<file path="src/hw/rtl/ir_pulse_pattern_volume_control_defines.svh">
// Assertion macros shared by the IR pulse pattern volume control RTL.
// Depends on nothing; included by files that carry concurrent assertions.
`ifndef IR_PULSE_PATTERN_VOLUME_CONTROL_DEFINES_SVH
`define IR_PULSE_PATTERN_VOLUME_CONTROL_DEFINES_SVH

// same-cycle implication, disabled during reset
`define IPPVC_ASSERT_NOW(label, clk, rst, ante, cons, msg) \
  label: assert property (@(posedge clk) disable iff (rst) (ante) |-> (cons)) else $error(msg);

// next-cycle implication, disabled during reset
`define IPPVC_ASSERT_NEXT(label, clk, rst, ante, cons, msg) \
  label: assert property (@(posedge clk) disable iff (rst) (ante) |=> (cons)) else $error(msg);

`endif

</file>
<file path="src/hw/rtl/ippvc_pkg.sv">
// Types, constants and helper functions for the IR pulse pattern volume control.
// Depends on nothing.
package ippvc_pkg;

  localparam int TICKS_W  = 16;
  localparam int TOL_W    = 8;
  localparam int EXP_W    = 10;
  localparam int POS_W    = 8;
  localparam int VOL_W    = 7;
  localparam int CODE_W   = 3;
  localparam int CFG_IDX_W  = 3;
  localparam int CFG_DATA_W = 16;
  localparam int WORD_SLOTS = 8;

  localparam logic [CFG_IDX_W-1:0] REG_TOLERANCE    = 3'd0;
  localparam logic [CFG_IDX_W-1:0] REG_SHORT_TICKS  = 3'd1;
  localparam logic [CFG_IDX_W-1:0] REG_LONG_TICKS   = 3'd2;
  localparam logic [CFG_IDX_W-1:0] REG_PAUSE_TICKS  = 3'd3;
  localparam logic [CFG_IDX_W-1:0] REG_VOLUME_LIMIT = 3'd4;

  localparam logic [TOL_W-1:0]   TOLERANCE_RST    = 8'd19;
  localparam logic [EXP_W-1:0]   SHORT_TICKS_RST  = 10'd33;
  localparam logic [EXP_W-1:0]   LONG_TICKS_RST   = 10'd67;
  localparam logic [TICKS_W-1:0] PAUSE_TICKS_RST  = 16'd375;
  localparam logic [VOL_W-1:0]   VOLUME_LIMIT_RST = 7'd100;

  localparam logic [CODE_W-1:0] CODE_UP_A    = 3'd0;
  localparam logic [CODE_W-1:0] CODE_UP_B    = 3'd1;
  localparam logic [CODE_W-1:0] CODE_DOWN_A  = 3'd2;
  localparam logic [CODE_W-1:0] CODE_DOWN_B  = 3'd3;
  localparam logic [CODE_W-1:0] CODE_MUTE_ON  = 3'd4;
  localparam logic [CODE_W-1:0] CODE_MUTE_OFF = 3'd5;

  localparam logic [7:0] BUTTON_WORDS [WORD_SLOTS] = '{
    8'h19, 8'h1C, 8'h9C, 8'h99, 8'hE4, 8'hE1, 8'h00, 8'h00
  };

  typedef struct packed {
    logic              button_valid;
    logic [CODE_W-1:0] button_code;
    logic [VOL_W-1:0]  step_count;
    logic              step_up;
    logic              muted;
    logic [VOL_W-1:0]  volume;
  } result_t;

  // long pulse expected at this position for this pattern word
  function automatic logic pattern_long(input logic [7:0] word, input logic [POS_W-1:0] pos);
    logic [2:0] idx;
    logic       hit;
    idx = 3'd0;
    hit = 1'b0;
    if (pos >= 8'd2 && pos <= 8'd4) begin
      idx = 3'(pos - 8'd2);
      hit = 1'b1;
    end else if (pos >= 8'd15 && pos <= 8'd17) begin
      idx = 3'(pos - 8'd12);
      hit = 1'b1;
    end else if (pos >= 8'd20 && pos <= 8'd21) begin
      idx = 3'(pos - 8'd14);
      hit = 1'b1;
    end
    return hit & word[idx];
  endfunction

  // |d - e| <= tol, lower edge clipped at zero
  function automatic logic in_window(input logic [TICKS_W-1:0] d, input logic [EXP_W-1:0] e,
                                     input logic [TOL_W-1:0] tol);
    logic [EXP_W:0]   hi;
    logic [EXP_W-1:0] lo;
    hi = {1'b0, e} + {3'b000, tol};
    lo = (e > {2'b00, tol}) ? e - {2'b00, tol} : '0;
    return (d >= {6'b0, lo}) && (d <= {5'b0, hi});
  endfunction

endpackage

</file>
<file path="src/hw/rtl/ippvc_pulse_if.sv">
// Edge event channel: valid/ready handshake with pulse duration and pin level.
// Depends on ippvc_pkg.
interface ippvc_pulse_if;
  import ippvc_pkg::*;
  logic               valid;
  logic               ready;
  logic [TICKS_W-1:0] pulse_ticks;
  logic               pin_level;

  modport source (output valid, output pulse_ticks, output pin_level, input ready);
  modport sink (input valid, input pulse_ticks, input pin_level, output ready);
endinterface

</file>
<file path="src/hw/rtl/ippvc_report_if.sv">
// Result channel: valid/ready handshake with button and volume controller report.
// Depends on ippvc_pkg.
interface ippvc_report_if;
  import ippvc_pkg::*;
  logic              valid;
  logic              ready;
  logic              button_valid;
  logic [CODE_W-1:0] button_code;
  logic [VOL_W-1:0]  step_count;
  logic              step_up;
  logic              muted;
  logic [VOL_W-1:0]  volume;

  modport source (output valid, output button_valid, output button_code, output step_count,
                  output step_up, output muted, output volume, input ready);
  modport sink (input valid, input button_valid, input button_code, input step_count,
                input step_up, input muted, input volume, output ready);
endinterface

</file>
<file path="src/hw/rtl/ir_pulse_pattern_volume_control.sv">
// IR remote frame matcher with volume and mute controller, top level.
// Depends on ippvc_pkg, ippvc_pulse_if, ippvc_report_if and the defines header.
// A result is registered and presented in the cycle after its edge event transfers.
// Throughput: 1 item per cycle; the single result register accepts a new item
//   whenever it is empty or being drained in the same cycle.
// Reset (rst, synchronous): position 0, all patterns live, volume 0, unmuted,
//   registers to their defaults, result register empty.
`include "ir_pulse_pattern_volume_control_defines.svh"
module ir_pulse_pattern_volume_control #(
  parameter int FRAME_EDGES   = 23,
  parameter int PATTERN_COUNT = 6
) (
  input  logic                               clk,
  input  logic                               rst,
  ippvc_pulse_if.sink                        pulse,
  ippvc_report_if.source                     report,
  input  logic                               cfg_wen,
  input  logic [ippvc_pkg::CFG_IDX_W-1:0]    cfg_index,
  input  logic [ippvc_pkg::CFG_DATA_W-1:0]   cfg_data
);
  import ippvc_pkg::*;

  localparam logic [PATTERN_COUNT-1:0] ALL_LIVE = {PATTERN_COUNT{1'b1}};

  logic [TOL_W-1:0]   tolerance;
  logic [EXP_W-1:0]   short_ticks;
  logic [EXP_W-1:0]   long_ticks;
  logic [TICKS_W-1:0] pause_ticks;
  logic [VOL_W-1:0]   volume_limit;

  logic [POS_W-1:0]         position, position_next;
  logic [PATTERN_COUNT-1:0] live, live_next;
  logic [VOL_W-1:0]         volume_level, volume_level_next;
  logic                     mute_flag, mute_flag_next;

  logic    out_full;
  result_t out_data, out_data_next;

  logic                     accept;
  logic                     ok_short, ok_long, level_ok;
  logic [PATTERN_COUNT-1:0] pattern_ok;

  assign pulse.ready = !out_full || report.ready;
  assign accept      = pulse.valid && pulse.ready;

  always_ff @(posedge clk) begin
    if (rst) begin
      tolerance    <= TOLERANCE_RST;
      short_ticks  <= SHORT_TICKS_RST;
      long_ticks   <= LONG_TICKS_RST;
      pause_ticks  <= PAUSE_TICKS_RST;
      volume_limit <= VOLUME_LIMIT_RST;
    end else if (cfg_wen) begin
      unique case (cfg_index)
        REG_TOLERANCE:    tolerance    <= cfg_data[TOL_W-1:0];
        REG_SHORT_TICKS:  short_ticks  <= cfg_data[EXP_W-1:0];
        REG_LONG_TICKS:   long_ticks   <= cfg_data[EXP_W-1:0];
        REG_PAUSE_TICKS:  pause_ticks  <= cfg_data[TICKS_W-1:0];
        REG_VOLUME_LIMIT: volume_limit <= cfg_data[VOL_W-1:0];
        default: ;
      endcase
    end
  end

  assign ok_short = in_window(pulse.pulse_ticks, short_ticks, tolerance);
  assign ok_long  = in_window(pulse.pulse_ticks, long_ticks, tolerance);
  assign level_ok = pulse.pin_level != position[0];

  for (genvar g = 0; g < PATTERN_COUNT; g++) begin : g_pattern
    assign pattern_ok[g] = level_ok &&
        (pattern_long(BUTTON_WORDS[g], position) ? ok_long : ok_short);
  end

  always_comb begin
    logic              btn_valid;
    logic [CODE_W-1:0] btn_code;
    logic [VOL_W-1:0]  steps;
    logic              up;
    position_next     = position;
    live_next         = live;
    volume_level_next = volume_level;
    mute_flag_next    = mute_flag;
    btn_valid         = 1'b0;
    btn_code          = '0;
    steps             = '0;
    up                = 1'b0;

    if (pulse.pulse_ticks > pause_ticks) begin
      position_next = '0;
      live_next     = ALL_LIVE;
    end else if (live != '0) begin
      live_next     = live & pattern_ok;
      position_next = position + 8'd1;
      if (position_next == POS_W'(FRAME_EDGES) && $onehot(live_next)) begin
        btn_valid = 1'b1;
        for (int i = 0; i < PATTERN_COUNT; i++) begin
          if (live_next[i]) btn_code = CODE_W'(i);
        end
      end
    end

    if (btn_valid) begin
      unique case (btn_code)
        CODE_UP_A, CODE_UP_B: begin
          if (volume_level < volume_limit && !mute_flag) begin
            steps = 7'd1;
            up    = 1'b1;
            volume_level_next = volume_level + 7'd1;
          end
        end
        CODE_DOWN_A, CODE_DOWN_B: begin
          if (volume_level != '0 && !mute_flag) begin
            steps = 7'd1;
            volume_level_next = volume_level - 7'd1;
          end
        end
        CODE_MUTE_ON: begin
          if (!mute_flag) begin
            mute_flag_next = 1'b1;
            steps = volume_level;
          end
        end
        CODE_MUTE_OFF: begin
          if (mute_flag) begin
            mute_flag_next = 1'b0;
            steps = volume_level;
            up    = 1'b1;
          end
        end
        default: ;
      endcase
    end
    if (steps == '0) up = 1'b0;

    out_data_next.button_valid = btn_valid;
    out_data_next.button_code  = btn_code;
    out_data_next.step_count   = steps;
    out_data_next.step_up      = up;
    out_data_next.muted        = mute_flag_next;
    out_data_next.volume       = volume_level_next;
  end

  always_ff @(posedge clk) begin
    if (rst) begin
      position     <= '0;
      live         <= ALL_LIVE;
      volume_level <= '0;
      mute_flag    <= 1'b0;
      out_full     <= 1'b0;
    end else begin
      if (accept) begin
        position     <= position_next;
        live         <= live_next;
        volume_level <= volume_level_next;
        mute_flag    <= mute_flag_next;
        out_full     <= 1'b1;
      end else if (report.ready) begin
        out_full <= 1'b0;
      end
    end
  end

  always_ff @(posedge clk) begin
    if (accept) begin
      out_data <= out_data_next;
    end
  end

  assign report.valid        = out_full;
  assign report.button_valid = out_data.button_valid;
  assign report.button_code  = out_data.button_code;
  assign report.step_count   = out_data.step_count;
  assign report.step_up      = out_data.step_up;
  assign report.muted        = out_data.muted;
  assign report.volume       = out_data.volume;

  `IPPVC_ASSERT_NOW(a_button_at_frame_end, clk, rst, out_full && out_data.button_valid, position == POS_W'(FRAME_EDGES), "button reported away from frame end")
  `IPPVC_ASSERT_NOW(a_button_single_live, clk, rst, out_full && out_data.button_valid, $onehot(live), "button reported without exactly one live pattern")
  `IPPVC_ASSERT_NOW(a_steps_need_button, clk, rst, out_full && out_data.step_count != '0, out_data.button_valid, "steps reported without a button")
  `IPPVC_ASSERT_NEXT(a_pause_rearms, clk, rst, accept && pulse.pulse_ticks > pause_ticks, position == '0 && live == ALL_LIVE, "pause gap did not restart matching")

endmodule

</file>
<file path="src/flat_wrapper.sv">
// flat-port wrapper written by rule: the top's interface ports become plain ports
module ir_pulse_pattern_volume_control_flat import ippvc_pkg::*;
#(
  parameter int FRAME_EDGES   = 23,
  parameter int PATTERN_COUNT = 6
)
  (clk, rst, cfg_wen, cfg_index, cfg_data, pulse_valid, pulse_pulse_ticks, pulse_pin_level, pulse_ready, report_valid, report_button_valid, report_button_code, report_step_count, report_step_up, report_muted, report_volume, report_ready);
  ippvc_pulse_if pulse_i ();
  ippvc_report_if report_i ();
  input  logic clk;
  input  logic rst;
  input  logic cfg_wen;
  input  logic [ippvc_pkg::CFG_IDX_W-1:0] cfg_index;
  input  logic [ippvc_pkg::CFG_DATA_W-1:0] cfg_data;
  input wire logic [$bits(pulse_i.valid)-1:0] pulse_valid;
  input wire logic [$bits(pulse_i.pulse_ticks)-1:0] pulse_pulse_ticks;
  input wire logic [$bits(pulse_i.pin_level)-1:0] pulse_pin_level;
  output wire logic [$bits(pulse_i.ready)-1:0] pulse_ready;
  output wire logic [$bits(report_i.valid)-1:0] report_valid;
  output wire logic [$bits(report_i.button_valid)-1:0] report_button_valid;
  output wire logic [$bits(report_i.button_code)-1:0] report_button_code;
  output wire logic [$bits(report_i.step_count)-1:0] report_step_count;
  output wire logic [$bits(report_i.step_up)-1:0] report_step_up;
  output wire logic [$bits(report_i.muted)-1:0] report_muted;
  output wire logic [$bits(report_i.volume)-1:0] report_volume;
  input wire logic [$bits(report_i.ready)-1:0] report_ready;
  assign pulse_i.valid = pulse_valid;
  assign pulse_i.pulse_ticks = pulse_pulse_ticks;
  assign pulse_i.pin_level = pulse_pin_level;
  assign pulse_ready = pulse_i.ready;
  assign report_valid = report_i.valid;
  assign report_button_valid = report_i.button_valid;
  assign report_button_code = report_i.button_code;
  assign report_step_count = report_i.step_count;
  assign report_step_up = report_i.step_up;
  assign report_muted = report_i.muted;
  assign report_volume = report_i.volume;
  assign report_i.ready = report_ready;
  ir_pulse_pattern_volume_control #(.FRAME_EDGES(FRAME_EDGES), .PATTERN_COUNT(PATTERN_COUNT)) u_core (.clk(clk), .rst(rst), .pulse(pulse_i), .report(report_i), .cfg_wen(cfg_wen), .cfg_index(cfg_index), .cfg_data(cfg_data));
endmodule
</file>
<file path="config.mk">
export PLATFORM = sky130hd
export DESIGN_NAME = ir_pulse_pattern_volume_control_flat
export DESIGN_NICKNAME = d
export VERILOG_FILES = /design/src/hw/rtl/ippvc_pkg.sv /design/src/hw/rtl/ippvc_pulse_if.sv /design/src/hw/rtl/ippvc_report_if.sv /design/src/hw/rtl/ir_pulse_pattern_volume_control.sv /design/src/flat_wrapper.sv
export VERILOG_INCLUDE_DIRS = /design/src /design/src/hw/rtl
export SDC_FILE = /design/constraint.sdc
export NUM_CORES = 1
export LEC_CHECK = 0
export BUFFER_PORTS_ARGS = -buffer_cell sky130_fd_sc_hd__clkbuf_2
export CORE_ASPECT_RATIO = 1.2
export CORE_MARGIN = 2
export CORE_UTILIZATION = 49
export DETAILED_ROUTE_END_ITERATION = 10
export PLACE_DENSITY = 0.67
export SLEW_MARGIN = 20
export SYNTH_ARGS = -nofsm -noshare
export SYNTH_HDL_FRONTEND = slang
export SYNTH_SLANG_ARGS = --single-unit
</file>
<file path="constraint.sdc">
create_clock -name clk -period 9.5 [get_ports clk]
set_input_delay 0.95 -clock clk [delete_from_list [all_inputs] [get_ports clk]]
set_output_delay 0.95 -clock clk [all_outputs]
set_load 0.01 [all_outputs]
</file>
==> results_dict.tcl <==
set metrics [dict create \
    outcome "finished, final reports clean" \
    cts_hold_buf 0 \
    clock_skew_ps 7.62 \
    path_class "reg2reg" \
    slew_viol_final 0 \
    ys_types 61 \
    cts_root_buffer "clkbuf_16" \
    ant_nets 0 \
    diodes 0 \
    drt_iter0_markers 384 \
    dr.pass1.iters 7 \
    cp-start-kind "flop" \
    postSynthAreaPerCell_um2 7.83 \
    hold_path_class "reg2reg" \
    hold_viol 0 \
    synthMuxAreaShare_pct 1.43 \
    critical_path_buf_inv_count 2 \
    antenna_found_initial 0 \
    die_w_um 118 \
    final_common_cell "nand2_1" \
    cts_setup_buffers 0 \
    clk_pin_slew_worst_paths_ps 70 \
    r2r-end "u_core.report.volume[5]$_DFFE_PP_" \
    slowest_delay_ps 720 \
    synth_edf_count 20 \
    cts_num_sinks 94 \
    rr_startpoint "u_core.tolerance[1]$_SDFFE_PP1P_" \
    min_from "u_core.pause_ticks[10]$_SDFFE_PP0P_" \
    tightest_slew_ps 1060 \
    drc 0 \
    critical-path-top-delay-family "compound AO/OA/AOI/OAI gates" \
    final_core_util_pct 54.3 \
    cts_tree "done" \
    synth_top_family_by_area "simple AND/OR/NAND/NOR gates" \
    grt_pass1_vias 6648 \
    cts_resized 0 \
    die-area_um2 16800 \
    synthCells 984 \
    required_ps 9600 \
    ios 63 \
    yosys_most_used_dff "dfxtp_1" \
    final_cell_mix "148 x nand2_1, 113 x ha_1, 101 x a21oi_1" \
    ys_ff_latch 94 \
    grt_start_max_net_pins 50 \
    cts.path.max_buffers 2 \
    rows 50 \
    cap_violations 0 \
    grt_use_total_pct 24.3 \
    clock_latency_ps 350 \
    cp.arrival_ps 8200 \
    start_util_pct 49.7 \
    hold_end "u_core.pause_ticks[10]$_SDFFE_PP0P_" \
    syn2layout_area_growth_pct 9.29 \
    syn_nets 1144 \
    rsz0062_at_grt "false" \
    vias 6947 \
    cts_max_level 3 \
    yosys_warnings 0 \
    avgViaCountPerCell 5.64 \
    layout_worst_path_cycle_share_pct 85.3 \
    crit_path_end_kind "flop" \
    startpoint "u_core.tolerance[1]$_SDFFE_PP1P_" \
    worst_path_max_delay_cell "or4_1" \
    crit_fanout 11 \
    setup_viol 0 \
    detail_route.wl_per_cell_um 16.1 \
    slew_headroom_pct 29.1 \
    routabilityCongestion 0.956 \
    nets 1179 \
    synth_area_um2 7710 \
    fmax_mhz 123 \
    die_h_um 141 \
    cts_buffers 9 \
    portBuffers 62 \
    worst-r2r-setup-slack_ps 1400 \
    hpwl_um 15500 \
    wl_um 19900 \
    synth-simple-area-share_pct 21.9 \
    tns_ps 0 \
    holdPathStages 2 \
    p_leak_nw 3.67 \
    grt_pass1_wl_um 32700 \
    fp.coreArea_um2 15500 \
    overflow 0 \
    power_density_nw_per_um2 114 \
    irDropWorstVdd_mv 0.0685 \
    synthArstFlopShare_pct 0 \
    fin_crit_ps 8100 \
    synth_compound_area_share_pct 19.6 \
    drive_gt1_share_pct 9.18 \
    synth-xor-area-share_pct 4.20 \
    seq_area_frac_synth_pct 27.0 \
    r2r_cells 31 \
    synthAdderAreaFrac_pct 19.9 \
]
[per-stage QoR]
step	std cells	setup slack, ps	total power, mW	hold slack [ps]	cell area [µm²]
after floorplan	984	2450	0.550	436	7710
after global placement	1216	1700	0.604	443	8140
after detailed placement	1216	1520	0.607	447	8140
after CTS	1232	1490	0.964	457	8420
after global routing	1232	723	1.00	483	8420
final	1232	1400	0.956	459	8420
[layer usage]
metal	GRT usage (%)	vias up	share of wire (%)
met5	0	-	0
met4	7.58	0	2.0
met3	3.38	30	3.6
met2	45.6	129	51
met1	28.6	3252	43
li1	-	3536	-
[how the worst max path moves through the flow]
stage                                                  endpoint  slack, ps  depth (start not counted)
after floorplan             u_core.volume_level[6]$_SDFFE_PP0P_       2450                         32
after global placement      u_core.volume_level[2]$_SDFFE_PP0P_       1700                         31
after detailed placement    u_core.volume_level[2]$_SDFFE_PP0P_       1520                         31
after CTS                   u_core.volume_level[2]$_SDFFE_PP0P_       1490                         31
after global routing      u_core.report.step_count[0]$_DFFE_PP_        720                         32
final                         u_core.report.volume[5]$_DFFE_PP_       1400                         31
[worst reg2reg max path, delay by kind of cell (launching register included)]
family,cells,cell delay (ps)
adder cells (fa/ha/maj),5,1520
AND/OR/NAND/NOR,10,2250
XOR/XNOR,3,470
flip-flops,1,330
multiplexers,1,390
buffers and inverters,2,350
AO/OA/AOI/OAI,10,2570
[Yosys cell counts, types with 7 or more instances]
| master | n | area share [%] |
|---|---|---|
| a211o_1 | 10 | 1.1 |
| a21o_1 | 9 | 0.88 |
| a21oi_1 | 101 | 6.6 |
| and3_1 | 20 | 1.6 |
| clkbuf_1 | 37 | 1.8 |
| dfxtp_1 | 74 | 19 |
| edfxtp_1 | 20 | 7.8 |
| ha_1 | 113 | 18 |
| inv_1 | 82 | 4.0 |
| nand2_1 | 148 | 7.2 |
| nand2b_1 | 11 | 0.89 |
| nand3_1 | 22 | 1.4 |
| nand4_1 | 16 | 1.3 |
| nor2_1 | 69 | 3.4 |
| nor2b_1 | 7 | 0.57 |
| nor3_1 | 23 | 1.5 |
| nor4_1 | 7 | 0.57 |
| o211ai_1 | 23 | 2.2 |
| o21ai_0 | 43 | 2.8 |
| o21bai_1 | 9 | 0.88 |
| or3_1 | 12 | 0.97 |
| xnor2_1 | 24 | 2.7 |
| xor2_1 | 13 | 1.5 |
[registers in the layout (all words and copies together), names as in the netlist]
name and flops:
u_core.pause_ticks 16, u_core.long_ticks 10, u_core.short_ticks 10, u_core.position 8, u_core.tolerance 8, u_core.report.step_count 7, u_core.report.volume 7, u_core.volume_level 7
u_core.volume_limit 7, u_core.live 6, u_core.report.button_code 3, u_core.mute_flag 1, u_core.report.button_valid 1, u_core.report.muted 1, u_core.report.step_up 1, u_core.report.valid 1
[layout make-up]
class / count / area [µm²]
Sequential cell: 94 / 2080
Multi-Input combinational cell: 767 / 5160
Timing Repair Buffer: 63 / 318
Inverter: 84 / 315
Tap cell: 208 / 260
Clock inverter: 7 / 61.3
Fill cell: 1598 / 7090
Clock buffer: 9 / 225
[power by group]
group	internal, mW	switching [mW]
logic	0.0672	0.104
registers	0.419	0.00839
clock network	0.183	0.175
[logic make-up after synthesis]
group | Yosys count
buffers and inverters | 123
multiplexers | 10
AND/OR/NAND/NOR | 359
AO/OA/AOI/OAI | 242
flip-flops | 94
XOR/XNOR | 37
adder cells (fa/ha/maj) | 119
(Power assumes the default switching activity.)
